[src/hdl/abkf_pkg.sv]
`timescale 1ns / 1ps

package abkf_pkg;

    localparam int AXES      = 3;
    localparam int AXIS_W    = 2;
    localparam int DATA_W    = 32;
    localparam int CFG_W     = 31;
    localparam int CFG_IDX_W = 2;
    localparam int MS_W      = 16;
    localparam int WIDE_W    = 40;
    localparam int NUM_W     = 56;
    localparam int QUO_W     = 31;
    localparam int REM_W     = 33;
    localparam int CNT_W     = 5;
    localparam int DIV_STEPS = 31;

    localparam logic [CFG_W-1:0] APN_RESET = 31'd16777;
    localparam logic [CFG_W-1:0] BPN_RESET = 31'd5033;
    localparam logic [CFG_W-1:0] MN_RESET  = 31'd167772;

    localparam int DT_FRAC_W   = 21;
    localparam int DT_RECIP_W  = 22;
    localparam int DT_PROD_W   = DT_FRAC_W + DT_RECIP_W;
    localparam int DT_RECIP_SH = 28;
    localparam logic [DATA_W-1:0]     DT_WHOLE    = 32'd16777;
    localparam logic [DT_FRAC_W-1:0]  DT_FRAC_MUL = 21'd27;
    localparam logic [DT_FRAC_W-1:0]  DT_FRAC_ADD = 21'd62;
    localparam logic [DT_RECIP_W-1:0] DT_RECIP    = 22'd2147484;

    localparam logic OPC_UPDATE = 1'b0;
    localparam logic OPC_SET    = 1'b1;

    localparam logic [CFG_IDX_W-1:0] CFG_APN = 2'd0;
    localparam logic [CFG_IDX_W-1:0] CFG_BPN = 2'd1;
    localparam logic [CFG_IDX_W-1:0] CFG_MN  = 2'd2;

    localparam int ST_W = 3;
    localparam logic [ST_W-1:0] ST_IDLE     = 3'd0;
    localparam logic [ST_W-1:0] ST_DECODE   = 3'd1;
    localparam logic [ST_W-1:0] ST_DIV_INIT = 3'd2;
    localparam logic [ST_W-1:0] ST_DIV_RUN  = 3'd3;
    localparam logic [ST_W-1:0] ST_DIV_END  = 3'd4;
    localparam logic [ST_W-1:0] ST_MUL      = 3'd5;
    localparam logic [ST_W-1:0] ST_ADD      = 3'd6;
    localparam logic [ST_W-1:0] ST_FINISH   = 3'd7;

    localparam int OP_W = 4;
    localparam logic [OP_W-1:0] OP_ANG_PRED  = 4'd0;
    localparam logic [OP_W-1:0] OP_T_PRED    = 4'd1;
    localparam logic [OP_W-1:0] OP_P00_PRED  = 4'd2;
    localparam logic [OP_W-1:0] OP_P11_PRED  = 4'd3;
    localparam logic [OP_W-1:0] OP_ANG_CORR  = 4'd4;
    localparam logic [OP_W-1:0] OP_BIA_CORR  = 4'd5;
    localparam logic [OP_W-1:0] OP_P10_CORR  = 4'd6;
    localparam logic [OP_W-1:0] OP_P00_CORR  = 4'd7;
    localparam logic [OP_W-1:0] OP_P11_CORR  = 4'd8;
    localparam logic [OP_W-1:0] OP_P01_CORR  = 4'd9;

    localparam int DSEL_W = 2;
    localparam logic [DSEL_W-1:0] DIV_DT = 2'd0;
    localparam logic [DSEL_W-1:0] DIV_K0 = 2'd1;
    localparam logic [DSEL_W-1:0] DIV_K1 = 2'd2;

    localparam logic signed [WIDE_W-1:0] SAT_MAX = 40'sd2147483647;
    localparam logic signed [WIDE_W-1:0] SAT_MIN = -40'sd2147483648;

    typedef struct packed {
        logic [ST_W-1:0]   step;
        logic [OP_W-1:0]   op;
        logic [DSEL_W-1:0] dsel;
        logic              load;
    } t_cmd;

    typedef struct packed {
        logic short_path;
        logic out_free;
    } t_stat;

    function automatic logic signed [DATA_W-1:0] sat32(input logic signed [WIDE_W-1:0] v);
        if (v > SAT_MAX) begin
            return 32'sh7FFFFFFF;
        end else if (v < SAT_MIN) begin
            return 32'sh80000000;
        end else begin
            return v[DATA_W-1:0];
        end
    endfunction

    function automatic logic signed [WIDE_W-1:0] sx40(input logic signed [DATA_W-1:0] v);
        return {{(WIDE_W-DATA_W){v[DATA_W-1]}}, v};
    endfunction

endpackage

[src/hdl/abkf_ctrl.sv]
`timescale 1ns / 1ps

module abkf_ctrl (
    input  logic             i_clk,
    input  logic             i_rst_n,
    input  logic             i_in_valid,
    output logic             o_in_stall,
    input  abkf_pkg::t_stat  i_stat,
    output abkf_pkg::t_cmd   o_cmd
);
    import abkf_pkg::*;

    logic [ST_W-1:0]   r_state, n_state;
    logic [OP_W-1:0]   r_op, n_op;
    logic [DSEL_W-1:0] r_dsel, n_dsel;
    logic [CNT_W-1:0]  r_cnt, n_cnt;
    logic              load;

    assign load       = (r_state == ST_IDLE) && i_in_valid;
    assign o_in_stall = (r_state != ST_IDLE);

    always_comb begin
        o_cmd.step = r_state;
        o_cmd.op   = r_op;
        o_cmd.dsel = r_dsel;
        o_cmd.load = load;
    end

    always_comb begin
        n_state = r_state;
        n_op    = r_op;
        n_dsel  = r_dsel;
        n_cnt   = r_cnt;
        case (r_state)
            ST_IDLE: begin
                if (load) begin
                    n_state = ST_DECODE;
                end
            end
            ST_DECODE: begin
                if (i_stat.short_path) begin
                    n_state = ST_FINISH;
                end else begin
                    n_state = ST_DIV_INIT;
                    n_dsel  = DIV_DT;
                end
            end
            ST_DIV_INIT: begin
                if (r_dsel == DIV_DT) begin
                    n_state = ST_MUL;
                    n_op    = OP_ANG_PRED;
                end else begin
                    n_state = ST_DIV_RUN;
                    n_cnt   = CNT_W'(DIV_STEPS - 1);
                end
            end
            ST_DIV_RUN: begin
                if (r_cnt == '0) begin
                    n_state = ST_DIV_END;
                end else begin
                    n_cnt = r_cnt - 1'b1;
                end
            end
            ST_DIV_END: begin
                case (r_dsel)
                    DIV_K0: begin
                        n_state = ST_DIV_INIT;
                        n_dsel  = DIV_K1;
                    end
                    DIV_K1: begin
                        n_state = ST_MUL;
                        n_op    = OP_ANG_CORR;
                    end
                    default: begin
                        n_state = ST_IDLE;
                    end
                endcase
            end
            ST_MUL: begin
                n_state = ST_ADD;
            end
            ST_ADD: begin
                if (r_op == OP_P11_PRED) begin
                    n_state = ST_DIV_INIT;
                    n_dsel  = DIV_K0;
                end else if (r_op == OP_P01_CORR) begin
                    n_state = ST_FINISH;
                end else begin
                    n_state = ST_MUL;
                    n_op    = r_op + 1'b1;
                end
            end
            ST_FINISH: begin
                if (i_stat.out_free) begin
                    n_state = ST_IDLE;
                end
            end
            default: begin
                n_state = ST_IDLE;
            end
        endcase
    end

    always_ff @(posedge i_clk) begin
        if (!i_rst_n) begin
            r_state <= ST_IDLE;
            r_op    <= OP_ANG_PRED;
            r_dsel  <= DIV_DT;
            r_cnt   <= '0;
        end else begin
            r_state <= n_state;
            r_op    <= n_op;
            r_dsel  <= n_dsel;
            r_cnt   <= n_cnt;
        end
    end

endmodule

[config.mk]
export PLATFORM = sky130hd
export DESIGN_NAME = abkf_ctrl
export DESIGN_NICKNAME = d
export VERILOG_FILES = /design/src/hdl/abkf_pkg.sv /design/src/hdl/abkf_ctrl.sv
export SDC_FILE = /design/constraint.sdc
export NUM_CORES = 1
export LEC_CHECK = 0
export BUFFER_PORTS_ARGS = -buffer_cell sky130_fd_sc_hd__buf_4
export CORE_MARGIN = 2
export CORE_UTILIZATION = 54
export DETAILED_ROUTE_END_ITERATION = 8
export HOLD_SLACK_MARGIN = 0.05
export PLACE_DENSITY = 0.78
export SYNTH_ARGS = -nofsm -noshare
export SYNTH_HDL_FRONTEND = slang
export SYNTH_SLANG_ARGS = --single-unit
[constraint.sdc]
create_clock -name i_clk -period 2.1 [get_ports i_clk]
set_clock_uncertainty 0.05 [all_clocks]
set_input_delay 0.315 -clock i_clk [delete_from_list [all_inputs] [get_ports i_clk]]
set_output_delay 0.315 -clock i_clk [all_outputs]
set_load 0.01 [all_outputs]
### Word level (Yosys, flattened, before mapping)

Index checks and enable logic that the tools add are counted.

* word-level logic and storage cells: 62
* input port bits: 5
* flip-flop bits (word level): 14
* output and inout bits: 11

* reduce and logical (&&, ||, !) cells: 12
* mux-type cells: 21
* $add $sub $neg: 2
* equality and inequality tests: 23

Operator list (number)
* $ne 2x2->1 const B: 12
* $pmux 3 s8: 1
* $mux 3: 6
* $mux 4: 4
* $eq 3x3->1 const B: 4
* $pmux 4 s3: 1
* $mux 5: 2
* $pmux 5 s2: 1
* $reduce_bool 3->1: 3
* $mux 2: 4
* $eq 3x2->1 const B: 2
* $pmux 2 s3: 1
* $pmux 3 s2: 1
* $reduce_and 3->1: 2
* $logic_not 5->1: 1
* $reduce_and 5->1: 1
* $sub 5x1->5 const B: 1
* $add 4x1->4 const B: 1
* $eq 4x2->1 const B: 1
* $eq 4x4->1 const B: 1
* $reduce_and 4->1: 1
* $eq 3x1->1 const B: 1
* $logic_not 3->1: 1
* $eq 2x1->1 const B: 1
* other kinds (4): 4

### Depth between registers and ports, before layout

* depth in word-level cells: 4
* gate-level depth with buffers: 6
* gate-level depth less buffers: 6

### Worst setup path after synthesis

Ideal clock, no wire load.

* path type: reg-to-reg
* from: register r_op[1]
* to: register r_op[2]
* slack: 0.438 ns
* data required time: 1.934 ns
* path buffers: 0
* stages on the path, launching flop included: 7
* data arrival time: 1.496 ns
* period minus slack after synthesis: 1.662 ns
* library setup time: 0.116 ns
* path through: dfxtp_1 -> inv_1 -> ha_1 -> mux2i_2 -> o221ai_2 -> a221o_1 -> o211a_1

* word-level cells in the longest chain between the ends: 4
* elaborated cells on any way between the ends: 9
* classes of those cells: 1 x add/sub; 4 x eq/ne; 3 x mux; 1 x reduce/logical

RTL lines
* from (decl): RTL line abkf_ctrl.sv:14 `logic [OP_W-1:0] r_op, n_op;`
* from (signal assigned): RTL line abkf_ctrl.sv:112 `r_op <= n_op;`
* $add 4x1->4: RTL line abkf_ctrl.sv:90 `n_op = r_op + 1'b1;`
* $mux 4: RTL line abkf_ctrl.sv:86 `end else if (r_op == OP_P01_CORR) begin`
* $mux 4: RTL line abkf_ctrl.sv:83 `if (r_op == OP_P11_PRED) begin`
* $pmux 4 s3: RTL line abkf_ctrl.sv:34 `case (r_state)`

Parallel ways exist; a longest one is shown, timed or not. The select of a mux whose other input is x is not followed.
A chain may end at the register's enable or synchronous reset.

==> impl_metrics.toml <==
[grt]
grt_pass1_vias = 829
grt_max_degree = 19
grt_pass1_wl_um = 3570
grt_antenna_before_repair = 0
grt-ovfl-total = 0
grt_use_total_pct = 23.8

[die]
die_x_um = 46.6
coreArea_um2 = 1710
die_h_um = 46.6
start_util_pct = 57.3
boundaryPins = 16
placementRows = 15
die-area_um2 = 2170

[route]
ant_nets = 0
drc = 0
routed_wl_um = 2250
vias_per_cell = 5.94
avgRoutedWirePerCell_um = 14.0
drt_iter0_markers = 22
drtPass1Iterations = 4
via_count = 956

[finish]
utilization_pct = 66.2
fillers = 156
syn_to_final_growth_pct = 15.5
drive_above_1_share_pct = 20.6
diodes = 0
finalInstanceArea_um2 = 1130
finalNetCount = 145

[synth]
synth_edf_count = 0
yosys.area.top_type = "dfxtp_1"
yosys-top-cells-area = "dfxtp_1, nand3_1, nor2_1"
yosysUniqueCellTypes = 44
syn_inst = 122
yosys_warnings = 0
syn_avg_cell_area_um2 = 8.02
async_reset_ff_share_pct = 0
yosys_most_used_dff = "dfxtp_1"
synth.top_cell.area_share_pct = 28.6
yosysSeqAreaShare_pct = 28.6
synth_nets = 130
synth-seq-cells = 14
netlist_area_um2 = 978

[critical_path]
critPathMaxStageDelay_ns = 0.77
critPathMaxFanout = 18
crit_family = "flip-flops"
worst-setup-path-type = "register to output pin"
cp.required_ns = 1.74
crit_slowest_cell = "dfxtp_1"
critPathArrivalTime_ns = 1.64
crit_chain = "nor2_1 -> and3_1 -> buf_4"
critPathLaunch = "r_state[2]$_SDFFE_PN0P_"
end_kind = "output pin"
critPathLaunchType = "register"
crit_buf_inv = 1
r2r-start = "r_op[1]$_SDFFE_PN0P_"

[sta]
drv_slew = 0
max_freq_mhz = 498
worst_slew_pin_slew_ns = 0.678
finalHoldViolations = 0
tns_ns = 0
slew_headroom_pct = 54.8
finalCriticalPeriod_ns = 2.01
rsz0062_at_grt = "false"
setup_violations = 0
fin_hold_ws_ns = 0.262
period_share_pct = 95.5

[cts]
cts_buffers = 3
clock-sinks = 14
htreeDepth = 1
cts_tree = "yes"
cts_resized = 0
cts_setup_buffers = 0
clk_pin_slew_ns = 0.10
hold_buffers = 0
cts_buffer_depth = 2
root_buffer = "clkbuf_4"
clk_latency_ns = 0.29

[power]
total_power_w = 0.000654
ir_drop_v = 0.000427
p_per_area_nw_per_um2 = 579
p_leak_nw = 0.430

[min_path]
hp-start = "i_rst_n"
holdCritPathClass = "input pin to register"

[placed_design]
place_area_um2 = 1090
io_buffer_count = 15
dp_hpwl_um = 1650
gp_congestion = 0.894

[outcome]
status = "finished, final reports clean"

[job]
cap_violations = 0
where the power goes:
part           total, W  switching [W]  internal, W  leakage [nW]
clock          0.000199      0.0000929     0.000106        0.0210
sequential     0.000304      0.0000279     0.000276         0.113
combinational  0.000151      0.0000810    0.0000703         0.296
total          0.000654       0.000202     0.000452         0.430
registers in the layout, summed over array words and instances, names as in the netlist:
register	flops
r_dsel	2
r_state	3
r_cnt	5
r_op	4
layout make-up:
class	count	area, µm²	area share, %
tap	25	31.3	2.77
multi-input combinational	91	613	54.3
inverter	9	33.8	2.99
sequential	14	280	24.8
timing repair buffer	18	135	12.0
clock buffer	4	36.3	3.21
Yosys cell counts (3+ instances only):
cell type,n
a211oi_1,3
a21oi_1,8
buf_4,3
dfxtp_1,14
ha_1,3
inv_1,8
nand2_1,10
nand2b_1,3
nand3_1,12
nor2_1,11
nor2b_1,3
nor3_1,6
placed cells by master, fill, tap and decap left out, types with 6 or more instances in the layout:
cell / instances
a21oi_1: 8
buf_4: 18
dfxtp_1: 14
inv_1: 8
nand2_1: 10
nand3_1: 12
nor2_1: 11
nor3_1: 6
routing by layer:
metal	part of all wire [%]	track usage (%)	vias up	wire (µm)
met5	0	0	-	0
met4	2.1	14.3	0	47
met3	3.9	3.53	6	88
met2	48	39.2	28	1090
met1	45	28.8	441	1020
li1	-	-	481	-
through the flow:
step	setup slack (ns)	instances
floorplan	0.438	122
global placement	0.386	157
detailed placement	0.333	157
CTS	0.125	161
global route	0.0196	161
finish	0.0936	161
cells by family (layout without fill, tap and decap cells):
family / after synthesis / in the layout / share of synthesized area, %
buffers and inverters: 17 / 31 / 8.69
adder cells (fa/ha/maj): 3 / 3 / 3.84
AO/OA/AOI/OAI: 29 / 29 / 24.6
flip-flops: 14 / 14 / 28.6
AND/OR/NAND/NOR: 58 / 58 / 32.9
multiplexers: 1 / 1 / 1.41
worst paths after layout:
path                           end  slack, ns  cells after the start
max                       o_cmd[0]       0.09                      3
min           r_op[2]$_SDFFE_PN0P_       0.26                      2
max reg2reg   r_op[2]$_SDFFE_PN0P_       0.32                      6
min reg2reg  r_cnt[0]$_SDFFE_PN0P_       0.46                      1
No activity file was read; power rests on OpenSTA's default activity.
